[config.mk]
export PLATFORM = sky130hd
export DESIGN_NAME = qrs_div_cell
export DESIGN_NICKNAME = d
export VERILOG_FILES = /design/src/hw/rtl/qrs_pkg.sv /design/src/hw/rtl/qrs_div_cell.sv
export SDC_FILE = /design/constraint.sdc
export NUM_CORES = 1
export LEC_CHECK = 0
export ABC_CLOCK_PERIOD_IN_PS = 7100
export BUFFER_PORTS_ARGS = -buffer_cell sky130_fd_sc_hd__buf_2
export CORE_ASPECT_RATIO = 1.1
export CORE_MARGIN = 10
export CORE_UTILIZATION = 47
export DETAILED_ROUTE_END_ITERATION = 16
export HOLD_SLACK_MARGIN = 0.03
export PLACE_DENSITY = 0.94
export SYNTH_ARGS = -nofsm -noshare
export SYNTH_HDL_FRONTEND = slang
export SYNTH_SLANG_ARGS = --single-unit
[constraint.sdc]
create_clock -name clk -period 7.1 [get_ports clk]
set_input_delay 0 -clock clk [delete_from_list [all_inputs] [get_ports clk]]
set_output_delay 0 -clock clk [all_outputs]
set_load 0.03 [all_outputs]
[src/hw/rtl/qrs_pkg.sv]
// ----------------------------------------------------------------------------
// qrs_pkg: quadratic root solver shared types
// Payload structs, widths of the datapath and root class codes.
// ----------------------------------------------------------------------------
package qrs_pkg;

	localparam int COEF_W = 32;
	localparam int FRAC_W = 16;
	localparam int TOL_W  = 16;
	localparam int ROOT_W = COEF_W + 1;      // sqrt result, one cell per bit
	localparam int DISC_W = 2 * ROOT_W;      // discriminant magnitude
	localparam int NUM_W  = COEF_W + 3;      // numerator magnitude
	localparam int DVS_W  = COEF_W + 1;      // divisor magnitude (2a, or b for the linear case)
	localparam int QUO_W  = NUM_W + FRAC_W;  // quotient bits, one cell per bit

	localparam logic [1:0] CLS_NONE = 2'd0;
	localparam logic [1:0] CLS_ONE  = 2'd1;
	localparam logic [1:0] CLS_TWO  = 2'd2;
	localparam logic [1:0] CLS_INF  = 2'd3;

	typedef struct packed {
		logic signed [COEF_W-1:0] coef_a;
		logic signed [COEF_W-1:0] coef_b;
		logic signed [COEF_W-1:0] coef_c;
	} coef_t;

	typedef struct packed {
		logic [1:0]               root_class;
		logic signed [COEF_W-1:0] root_first;
		logic signed [COEF_W-1:0] root_second;
		logic                     saturated;
	} result_t;

	// carried beside the square root chain
	typedef struct packed {
		logic [1:0]           cls;
		logic signed [COEF_W:0] nbase;   // -b, or -c for the linear case
		logic                 den_neg;
		logic [DVS_W-1:0]     den_mag;
	} sq_pay_t;

	// carried beside the divider chains
	typedef struct packed {
		logic [1:0] cls;
		logic       neg1;
		logic       neg2;
	} dv_pay_t;

endpackage

[src/hw/rtl/qrs_div_cell.sv]
// ----------------------------------------------------------------------------
// qrs_div_cell: one step of the restoring divider chain
// Shifts in one dividend bit, subtracts the divisor if it fits, emits a bit.
// ----------------------------------------------------------------------------
module qrs_div_cell (
	input  logic                         clk,
	input  logic [qrs_pkg::DVS_W-1:0]    rem,
	input  logic [qrs_pkg::QUO_W-1:0]    dvd,
	input  logic [qrs_pkg::QUO_W-1:0]    quo,
	input  logic [qrs_pkg::DVS_W-1:0]    dvs,
	output logic [qrs_pkg::DVS_W-1:0]    rem_q,
	output logic [qrs_pkg::QUO_W-1:0]    dvd_q,
	output logic [qrs_pkg::QUO_W-1:0]    quo_q,
	output logic [qrs_pkg::DVS_W-1:0]    dvs_q
);
	import qrs_pkg::*;

	logic [DVS_W:0] pre;
	logic           take;

	always_comb begin
		pre  = {rem, dvd[QUO_W-1]};
		take = (pre >= {1'b0, dvs});
	end

	always_ff @(posedge clk) begin
		rem_q <= take ? DVS_W'(pre - {1'b0, dvs}) : pre[DVS_W-1:0];
		quo_q <= {quo[QUO_W-2:0], take};
		dvd_q <= {dvd[QUO_W-2:0], 1'b0};
		dvs_q <= dvs;
	end

endmodule
**Word level (Yosys, flattened, before mapping)**

Cells that the tools add are included.

- Order comparisons: 1
- Add/sub/neg operators: 1
- Mux-type cells: 1

Operator list:

| operator | count |
|---|---|
| $ge 34x33->1 | 1 |
| $mux 33 | 1 |
| $sub 33x33->33 | 1 |

- Word-level logic and storage cells: 7
- Bits of input ports: 169
- Register bits: 167
- Output and inout bits: 168

**Longest topological paths before layout**

- Word-level depth: 2
- Depth in mapped cells: 14
- Depth with buffers taken out: 12

**Worst setup path after synthesis**

Ideal clock, no wire load.

- Path type: input -> register
- Start point: input port dvd[50] (netlist bit)
- End point: register rem_q[1] (netlist bit)
- Setup slack: 4.671 ns
- Buffers on the path: 1
- Stages: 12
- Arrival: 2.307 ns
- Data required time: 6.979 ns
- Library setup time: 0.121 ns
- Path through: inv_1 ha_1 inv_1 fa_1 a21o_1 a221o_2 a21oi_2 o41a_4 o31ai_4 a41oi_2 buf_6 mux2_4

- Cells in the longest elaborated chain, start to end: 2
- Elaborated cells between the ends (all ways): 3
- Those cells by class: add/sub (1); order compare (1); mux (1)

Ends and longest elaborated chain:

| what | RTL line | text |
|---|---|---|
| start, declared | qrs_div_cell.sv:8 | `input logic [qrs_pkg::QUO_W-1:0] dvd,` |
| $sub 33x33->33 / $ge 34x33->1 (equally long branches) | qrs_div_cell.sv:27, qrs_div_cell.sv:23 |  |
| $mux 33 * | qrs_div_cell.sv:27 | `rem_q <= take ? DVS_W'(pre - {1'b0, dvs}) : pre[DVS_W-1:0];` |
| end signal, assigned | qrs_div_cell.sv:27 |  |
| end, declared | qrs_div_cell.sv:11 | `output logic [qrs_pkg::DVS_W-1:0] rem_q,` |

Every way passes the cells marked *; elsewhere a longest branch is shown, timed or not.

**Worst setup path in the final report**

- Start point: input port dvd[50] (netlist bit)
- End point: register rem_q[22] (netlist bit)

The elaborated chain is that of the path after synthesis.

==> flow_metrics.env <==
export IMPL_status="finished clean"
export IMPL_die_height_um=136
export IMPL_critPathSlowestCell="a41oi_4"
export IMPL_postCtsResizedCells=0
export IMPL_p_comb_share_pct=24.2
export IMPL_ys_seq_elements=167
export IMPL_crit_path_frequent_cell="inv_1"
export IMPL_start_util_pct=47.9
export IMPL_fp_dieW_um=126
export IMPL_area_delta_synth_final_pct=70.9
export IMPL_crit_buf_inv=5
export IMPL_max_freq_mhz=262
export IMPL_via_per_inst=5.32
export IMPL_crit_type="in2reg"
export IMPL_clock_sinks=167
export IMPL_p_sw_share_pct=31.5
export IMPL_multi_input_area_mm2=0.00216
export IMPL_slew_viol_final=0
export IMPL_placed_cells=1008
export IMPL_synth_nets=738
export IMPL_wl_per_cell_um=23.1
export IMPL_fillCellCount=657
export IMPL_peakVddDrop_uv=211
export IMPL_root_buffer="clkbuf_16"
export IMPL_worst_pin_slew_ns=0.666
export IMPL_layout_common_cells="334 x buf_2, 167 x dfxtp_1, 167 x dlygate4sd3_1"
export IMPL_port_buffers=334
export IMPL_path_cells="dlygate4sd3_1, buf_2, inv_1, ha_1, inv_1, fa_1, a21o_1, a221o_2, a21oi_2, o41a_4, o31ai_4, a41oi_4, buf_4, nand2_1, o21ai_2"
export IMPL_htree_levels=4
export IMPL_gp_congestion=0.900
export IMPL_cp_max_fo=46
export IMPL_syn_area_per_cell_um2=10.8
export IMPL_worstPathArrival_ns=4.16
export IMPL_grt_pass1_vias=6825
export IMPL_max_stage_delay_ns=0.62
export IMPL_clockPowerShare_pct=36.5
export IMPL_first_pass_iters=5
export IMPL_clk_path_buf_depth=2
export IMPL_ys_seq_area_share_pct=58.0
export IMPL_total_power_mw=2.66
export IMPL_num_rows=42
export IMPL_dpl_cell_area_mm2=0.00753
export IMPL_cts_setup_buffers=0
export IMPL_synth_cells=535
export IMPL_grt_max_degree=47
export IMPL_setup_viol=0
export IMPL_setup_tns_ns=0
export IMPL_grt_total_usage_pct=31.1
export IMPL_p_int_mw=1.82
export IMPL_crit_path_start_kind="input pin"
export IMPL_drt_initial_drc_count=592
export IMPL_drv_cap=0
export IMPL_drc=0
export IMPL_vias=6464
export IMPL_synthArstFlopShare_pct=0
export IMPL_rsz0062_at_grt="no"
export IMPL_endpoint_kind="flop"
export IMPL_hold_path_class="in2reg"
export IMPL_regArea_mm2=0.00334
export IMPL_fin_nets=1243
export IMPL_synth_edf_count=0
export IMPL_grt_overflow=0
export IMPL_p_per_area_mw_per_mm2=270
export IMPL_slew_headroom_pct=55.5
export IMPL_fin_area_mm2=0.00984
export IMPL_synth_cell_area_mm2=0.00576
export IMPL_boundaryPins=337
export IMPL_clk_pin_slew_worst_paths_ns=0.07
export IMPL_postRouteAntennaNets=0
export IMPL_stdcell_count=1216
export IMPL_dp_final_hpwl_mm=16.9
export IMPL_post_route_period_util_pct=53.7
export IMPL_p_sw_mw=0.839
export IMPL_cts_made_buffers=17
export IMPL_required_ns=7.45
export IMPL_drive_gt1_share_pct=37.3
export IMPL_grt_antenna_before_repair=6
export IMPL_leakagePower_nw=4.85
export IMPL_cts_tree="built"
export IMPL_core_mm2=0.0120
export IMPL_final_hold_violation_count=0
export IMPL_die_area_mm2=0.0171
export IMPL_cp_top_family="compound AO/OA/AOI/OAI gates"
export IMPL_yosysWarnings=0
export IMPL_hold_buffers=167
export IMPL_fin_crit_ns=3.81
export IMPL_layout_commonest_cell="buf_2"
export IMPL_p_seq_share_pct=39.3
export IMPL_ys_types=53
export IMPL_ys_flop_type="dfxtp_1"
export IMPL_routed_wl_mm=28.1
export IMPL_grt_first_pass_wirelength_mm=41.3
-- logic make-up after synthesis --
| group | count (synthesis) | synth area share (%) |
|---|---|---|
| xor gates and xnor gates | 28 | 4.26 |
| DFF | 167 | 58.0 |
| AOI/OAI and AO/OA | 136 | 16.6 |
| muxes | 1 | 0.261 |
| and+or+nand+nor | 109 | 8.49 |
| buffers and inverters | 59 | 4.71 |
| adders and majority gates | 34 | 7.52 |
| other | 1 | 0.0651 |
-- per-layer routing --
metal / global-route usage (%) / vias up / wire [um]
met5: 0 / - / 0
met3: 9.27 / 100 / 2560
li1: - / 2855 / -
met4: 17.2 / 0 / 1390
met2: 57.5 / 449 / 14900
met1: 30.5 / 3060 / 9320
-- layout make-up --
cell class	instances	area share, %
antenna	9	0.229
clock inverter	14	1.91
clock buffer	18	4.36
tap	154	1.96
multi-input combinational	309	21.9
sequential	167	34.0
inverter	43	1.64
timing repair buffer	502	34.0
-- synth_stat cells (all sizes together), types with 2 or more instances --
master | instances | area [um^2]
dfxtp | 167 | 3340
nand3 | 8 | 40.0
nor2 | 15 | 56.3
clkbuf | 8 | 30.0
inv | 43 | 161
a221o | 2 | 21.3
o211ai | 3 | 22.5
o21a | 4 | 30.0
nand2b | 4 | 25.0
a21o | 11 | 83.8
a211oi | 4 | 30.0
or3 | 2 | 12.5
o31ai | 6 | 58.8
nor3 | 5 | 25.0
o21bai | 8 | 60.1
a21boi | 3 | 22.5
a31oi | 3 | 18.8
nand4 | 3 | 18.8
xnor2 | 16 | 140
a21oi | 35 | 179
xor2 | 12 | 105
ha | 33 | 413
o21ai | 45 | 293
and3 | 7 | 43.8
buf | 8 | 80.1
a2111oi | 2 | 18.8
nand2 | 58 | 218
nor4 | 4 | 25.0
-- flip-flops by register name, summed over array words and instances, names as in the netlist --
signal and flops:
dvd_q 50, dvs_q 33, quo_q 51, rem_q 33
-- power by group through the flow --
stage	Clock, mW	Combinational (mW)	Sequential [mW]
2_1_floorplan	0	0.192	1.22
3_3_place_gp	0	0.530	1.05
3_5_place_dp	0	0.542	1.06
4_1_cts	0.963	0.622	1.04
5_1_grt	1.01	0.679	1.05
6_report	0.971	0.645	1.05
-- metrics by stage --
step | utilization (%) | setup WS [ns] | hold WS, ns
final | 81.8 | 3.29 | 0.167
after detailed placement | 62.6 | 3.62 | 0.104
after global placement | 62.6 | 3.69 | 0.102
after floorplan | - | 4.67 | 0.0277
after CTS | 81.6 | 3.51 | 0.0963
after global routing | 81.8 | 3.13 | 0.208
-- path summary, 6_finish.rpt --
| kind | cells past startpoint | slack (ns) | start | to |
|---|---|---|---|---|
| worst min-delay path | 6 | 0.17 | rem[32] | quo_q[0] |
| worst max-delay path | 15 | 3.29 | dvd[50] | rem_q[22] |
Note: power is estimated with default switching activity, not from simulation.
