--- src/hw/rtl/qrs_pkg.sv ---
// ----------------------------------------------------------------------------
// qrs_pkg: quadratic root solver shared types
// Payload structs, widths of the datapath and root class codes.
// ----------------------------------------------------------------------------
package qrs_pkg;

	localparam int COEF_W = 32;
	localparam int FRAC_W = 16;
	localparam int TOL_W  = 16;
	localparam int ROOT_W = COEF_W + 1;      // sqrt result, one cell per bit
	localparam int DISC_W = 2 * ROOT_W;      // discriminant magnitude
	localparam int NUM_W  = COEF_W + 3;      // numerator magnitude
	localparam int DVS_W  = COEF_W + 1;      // divisor magnitude (2a, or b for the linear case)
	localparam int QUO_W  = NUM_W + FRAC_W;  // quotient bits, one cell per bit

	localparam logic [1:0] CLS_NONE = 2'd0;
	localparam logic [1:0] CLS_ONE  = 2'd1;
	localparam logic [1:0] CLS_TWO  = 2'd2;
	localparam logic [1:0] CLS_INF  = 2'd3;

	typedef struct packed {
		logic signed [COEF_W-1:0] coef_a;
		logic signed [COEF_W-1:0] coef_b;
		logic signed [COEF_W-1:0] coef_c;
	} coef_t;

	typedef struct packed {
		logic [1:0]               root_class;
		logic signed [COEF_W-1:0] root_first;
		logic signed [COEF_W-1:0] root_second;
		logic                     saturated;
	} result_t;

	// carried beside the square root chain
	typedef struct packed {
		logic [1:0]           cls;
		logic signed [COEF_W:0] nbase;   // -b, or -c for the linear case
		logic                 den_neg;
		logic [DVS_W-1:0]     den_mag;
	} sq_pay_t;

	// carried beside the divider chains
	typedef struct packed {
		logic [1:0] cls;
		logic       neg1;
		logic       neg2;
	} dv_pay_t;

endpackage

--- src/hw/rtl/qrs_sqrt_cell.sv ---
// ----------------------------------------------------------------------------
// qrs_sqrt_cell: one digit of the square root chain
// Brings down two radicand bits, decides one root bit, registers the result.
// ----------------------------------------------------------------------------
module qrs_sqrt_cell (
	input  logic                                  clk,
	input  logic [qrs_pkg::ROOT_W+1:0]            rem,
	input  logic [qrs_pkg::ROOT_W-1:0]            root,
	input  logic [qrs_pkg::DISC_W-1:0]            rad,
	output logic [qrs_pkg::ROOT_W+1:0]            rem_q,
	output logic [qrs_pkg::ROOT_W-1:0]            root_q,
	output logic [qrs_pkg::DISC_W-1:0]            rad_q
);
	import qrs_pkg::*;

	localparam int RW = ROOT_W + 2;

	logic [RW+1:0] pre;
	logic [RW+1:0] trial;
	logic          take;

	always_comb begin
		pre   = {rem, rad[DISC_W-1 -: 2]};
		trial = {2'b00, root, 2'b01};
		take  = (pre >= trial);
	end

	always_ff @(posedge clk) begin
		if (take) begin
			rem_q  <= RW'(pre - trial);
			root_q <= {root[ROOT_W-2:0], 1'b1};
		end else begin
			rem_q  <= pre[RW-1:0];
			root_q <= {root[ROOT_W-2:0], 1'b0};
		end
		rad_q <= {rad[DISC_W-3:0], 2'b00};
	end

endmodule

--- config.mk ---
export PLATFORM = sky130hd
export DESIGN_NAME = qrs_sqrt_cell
export DESIGN_NICKNAME = d
export VERILOG_FILES = /design/src/hw/rtl/qrs_pkg.sv /design/src/hw/rtl/qrs_sqrt_cell.sv
export SDC_FILE = /design/constraint.sdc
export NUM_CORES = 1
export LEC_CHECK = 0
export BUFFER_PORTS_ARGS = -buffer_cell sky130_fd_sc_hd__buf_2
export CAP_MARGIN = 20
export CORE_ASPECT_RATIO = 1.4
export CORE_MARGIN = 4
export CORE_UTILIZATION = 46
export CTS_CLUSTER_DIAMETER = 50
export CTS_CLUSTER_SIZE = 30
export DETAILED_ROUTE_END_ITERATION = 8
export PLACE_DENSITY = 0.81
export SLEW_MARGIN = 10
export SYNTH_ARGS = -nofsm -noshare
export SYNTH_HDL_FRONTEND = slang
export SYNTH_SLANG_ARGS = --single-unit
--- constraint.sdc ---
create_clock -name clk -period 2.8 [get_ports clk]
set_input_delay 0.14 -clock clk [delete_from_list [all_inputs] [get_ports clk]]
set_output_delay 0.14 -clock clk [all_outputs]
set_load 0.01 [all_outputs]
==> Yosys cells after proc, flatten, opt, wreduce, memory -nomap -nowiden <==
Cells that the tools add are included.
Widths: inputs -> output; s select.
{ "totals": {"latchBits": 0, "reg_bits": 132, "ramBits": 0, "romBits": 0, "elab_cells": 7, "output_inout_bits": 134, "inputBits": 135, "memories": 0} }
{ "classes": {"div": 0, "addsub": 1, "bitwise_logic": 0, "multipliers": 0, "n_shift": 0, "n_reduce_logical": 0, "n_eq_ne": 0, "n_lt_le_gt_ge": 1, "n_mux": 2} }
{ "op_table": {"columns": ["op", "count"], "rows": [
  ["$ge 37x35->1", 1],
  ["$mux 35", 1],
  ["$sub 35x35->35", 1],
  ["$mux 1", 1]
]} }

==> Longest topological paths before layout <==
{ "logic_depth": {"depth_word": 2, "depth_mapped": 13, "depth_no_buf": 10} }

==> Least setup slack after synthesis <==
No wires, ideal clock.
{ "synth_path": {"path_kind": "input -> register", "from": "input port root[4] (netlist name)", "to": "register rem_q[10] (netlist name)", "arrival_ps": 2462, "path_stages": 12, "path_slack_ps": 216, "cell_sequence": "inv_1 ha_1 o21a_1 o211ai_2 a311oi_1 nor4_2 a2111oi_2 o21a_2 o211a_1 buf_6 buf_12 mux2_4"} }
{ "synth_between": {"elab_chain_cells": 2, "elab_cells_between_ends": 3} }
{ "synth_lines": {"columns": ["element", "line_no", "text"], "rows": [
  ["start: declaration", "qrs_sqrt_cell.sv:8", "input logic [qrs_pkg::ROOT_W-1:0] root,"],
  ["$sub 35x35->35 or $ge 37x35->1 (tied branches)", "qrs_sqrt_cell.sv:30, qrs_sqrt_cell.sv:25", null],
  ["$mux 35 (*)", "qrs_sqrt_cell.sv:29", "if (take) begin"],
  ["end signal: assignment", "qrs_sqrt_cell.sv:30", "rem_q <= RW'(pre - trial);"],
  ["end signal: assignment", "qrs_sqrt_cell.sv:33", "rem_q <= pre[RW-1:0];"],
  ["end: declaration", "qrs_sqrt_cell.sv:10", "output logic [qrs_pkg::ROOT_W+1:0] rem_q,"]
]} }
Every way passes the cells marked *; elsewhere a longest branch is shown, timed or not.

==> Worst setup path after layout <==
{ "layout_path": {"from": "input port root[8] (netlist name)", "to": "register rem_q[17] (netlist name)"} }
The elaborated chain is that of the path after synthesis.

==> run metrics <==
share of synthesized area spent on multiplexers ~9%; total routing resource utilization after global routing 30.5%; Switch Pwr 0.00171 W; total number of yosys warnings 0; final count of hold timing violations 0; VDD IR-drop max between 0.4 and 0.5 mV; async set-reset flop share out of synthesis 0%; required time of the critical path ~3000 ps; die extent in x 98.8 um; Filler Cell Count a little over 600; initial antenna violation count 1; violated checks setup timing; clock transition at the registers of the reported paths roughly 60 ps; most frequent cell after synthesis dfxtp_1; share of power burned in the clock network 38.7%; fraction of power consumed by sequential logic between 30% and 40%; Sink Count between 100 and 150; last weighted congestion value of the routability-driven placer around 0.93; Simple-Gate Fraction of Synth Area ~8%; number of different library cells in the post-synthesis netlist between 50 and 60; Period minus WS final roughly 2800 ps; Routed Antenna Nets 0; area share of the leading cell type in the synthesized netlist about half; actual transition at the worst max-transition pin just over 500 ps; post-synthesis sequential area ratio between 40% and 50%; power density over the cells 654 nW/um^2; number of clock buffers inserted by TritonCTS 17; adder and majority gate portion of the synthesized area 8.25%; initial drt markers ~340; io pins around 270; RSZ-0062 raised after global routing true; synthesis-to-layout area growth 69.6%; Arr. time, crit path 3100 ps; ratio of final minimum period to clock period 100%; height of the die between 100 and 150 um; Starting Density between 40% and 50%; outcome finished, violations left; number of global-route vias before repair just under 6000; vias per inst 5.22; xor/xnor share of the synthesized area between 5 and 6%; Placement Rows 46; total standard cell area after synthesis 5310 um^2; Clock Tree Buf Depth 2; worst setup path class input pin to flip-flop; top post-synthesis cells by count dfxtp_1, inv_1, ha_1, a21oi_1, a21o_1; Slew HR approximately 66%; critical path, cell by cell dlygate4sd3_1 -> buf_2 -> inv_1 -> ha_1 -> buf_4 -> nand4_1 -> buf_4 -> nor4_1 -> a21o_1 -> a21o_1 -> o211a_4 -> buf_12 -> mux2_4; Worst path slowest cell dlygate4sd3_1; Wirelength per Cell 19.7 um; total of buffers placed on input and output ports ~270; cell type contributing the most total cell area after synthesis dfxtp_1; dpl ws -55.9 ps; internal power roughly 0.0042 W; number of vias after detailed routing ~5600; number of enable flip-flop cells after synthesis 0; placeable core region 11300 um^2; die area ~13000 um^2; final cell utilization of the core 79.4%; remaining global-route overflow 0; number of storage elements in the synthesis netlist roughly 130; sum of net half-perimeters after detailed placement ~13 mm; Setup violations, final 3; largest family of logic cells by synthesized area compound AO/OA/AOI/OAI gates; static power due to leakage 4.55 nW; area fraction in compound gates after synthesis approximately 14%; syn avg cell area about 11 um^2; share of post-route cells with drive strength above 1 ~42%; CTS tree yes; Most used DFF post-synth dfxtp_1; count of placed standard cells in the final layout, fillers left out around 1100; Inst Count DP about 910; switching share of power 29.1%; kind of start point of the critical path input pin; final instance area 9000 um^2; delay of the slowest critical-path stage roughly 540 ps; placed instance area approximately 7000 um^2; First-pass DRT Iterations 5; first-pass GRT wire length ~31 mm; remaining routing DRC violations 0; final max-slew violation count 0; DRT Wirelength between 20 and 25 mm; number of maximum-capacitance violations 0; final-stage net count approximately 1100; pin count of the biggest net entering global routing 18; Peak Freq approximately 360 MHz; type of the most critical hold path input pin to flip-flop; gate count of the mapped netlist 488; Area contributors post-synth dfxtp_1, ha_1, mux2_4, a21o_1, xnor2_1; level count of the clock H-tree 4; final worst slack -11.5 ps; CTS root buf clkbuf_16; kind of end point of the critical path flip-flop; relative contribution of combinational cells to total power about a quarter; highest net fanout along the worst path 17
[worst paths after layout]
kind / from / endpoint / slack, ps / cells past startpoint
setup / recovery: root[8] / rem_q[17] / -10 / 13
hold / removal: rad[65] / rem_q[1] / 40 / 3
[through the flow]
| step | hold WS (ps) | TNS, ps | total power, W |
|---|---|---|---|
| global route | 50.0 | -48.4 | 0.00609 |
| finish | 35.3 | -20.2 | 0.00588 |
| detailed placement | 244 | -807 | 0.00338 |
| CTS | 22.8 | 0 | 0.00577 |
| floorplan | 168 | 0 | 0.00288 |
| global placement | 242 | 0 | 0.00336 |
[layout by cell type (no fill, tap or decap), types with 3 or more instances in the layout]
cell             n
buf_2          266
dfxtp_1        132
dlygate4sd3_1  128
inv_1           41
buf_4           32
ha_1            30
a21oi_1         28
a21o_1          26
nand2_1         25
mux2_4          25
nor2_1          22
xnor2_1         19
clkbuf_16       18
xor2_1          14
o21ai_0         12
nand4_1          8
nand3_1          7
mux2_2           6
inv_6            6
and3_1           4
o21a_1           3
nor2b_1          3
o21bai_1         3
a31o_2           3
mux2i_1          3
ha_2             3
clkinvlp_4       3
[layout make-up]
type                            count  area (um^2)  area share [%]
Clock inverter                     14          163            1.81
Clock buffer                       18          429            4.77
Multi-Input combinational cell    298         2510            27.9
Antenna cell                        2         5.00          0.0556
Timing Repair Buffer              429         2920            32.4
Sequential cell                   132         2640            29.4
Inverter                           41          154            1.71
Tap cell                          144          180            2.00
[routing by layer]
metal | routed length (um) | global-route usage, %
met1 | 7280 | 29.7
met2 | 11100 | 56.2
met3 | 1520 | 8.63
met4 | 1250 | 18.0
met5 | 0 | 0
[kinds of logic (layout without fill, tap and decap cells)]
group	Yosys count	after routing
other cells	1	4
compound gates	107	107
buf+inv	59	502
flops	132	132
fa+ha+maj	35	35
mux	34	34
simple gates	87	87
xor+xnor	33	33
[repair_timing]
action	CTS	global route
buffers inserted	0	3
endpoints found under the hold margin	128	0
hold buffers	128	0
setup endpoints to repair	0	34
gates resized for setup	0	21
[worst max-delay path: cells and delay by family]
kind	cells	cell delay, ps
AO/OA/AOI/OAI	3	590
adder cells (fa/ha/maj)	1	330
buffers and inverters	6	1260
multiplexers	1	310
AND/OR/NAND/NOR	2	450
[registers in the layout, summed over array words and instances, names as in the netlist]
| signal | count |
|---|---|
| rad_q | 64 |
| rem_q | 35 |
| root_q | 33 |
[power by group through the flow]
stage	Sequential (W)	Combinational (W)	Clock, W
after floorplan	0.00228	0.000609	0
after global placement	0.00218	0.00118	0
after detailed placement	0.00217	0.00121	0
after CTS	0.00214	0.00136	0.00227
after global routing	0.00216	0.00155	0.00239
final	0.00215	0.00145	0.00228
Power figures use the tool's default switching activity.
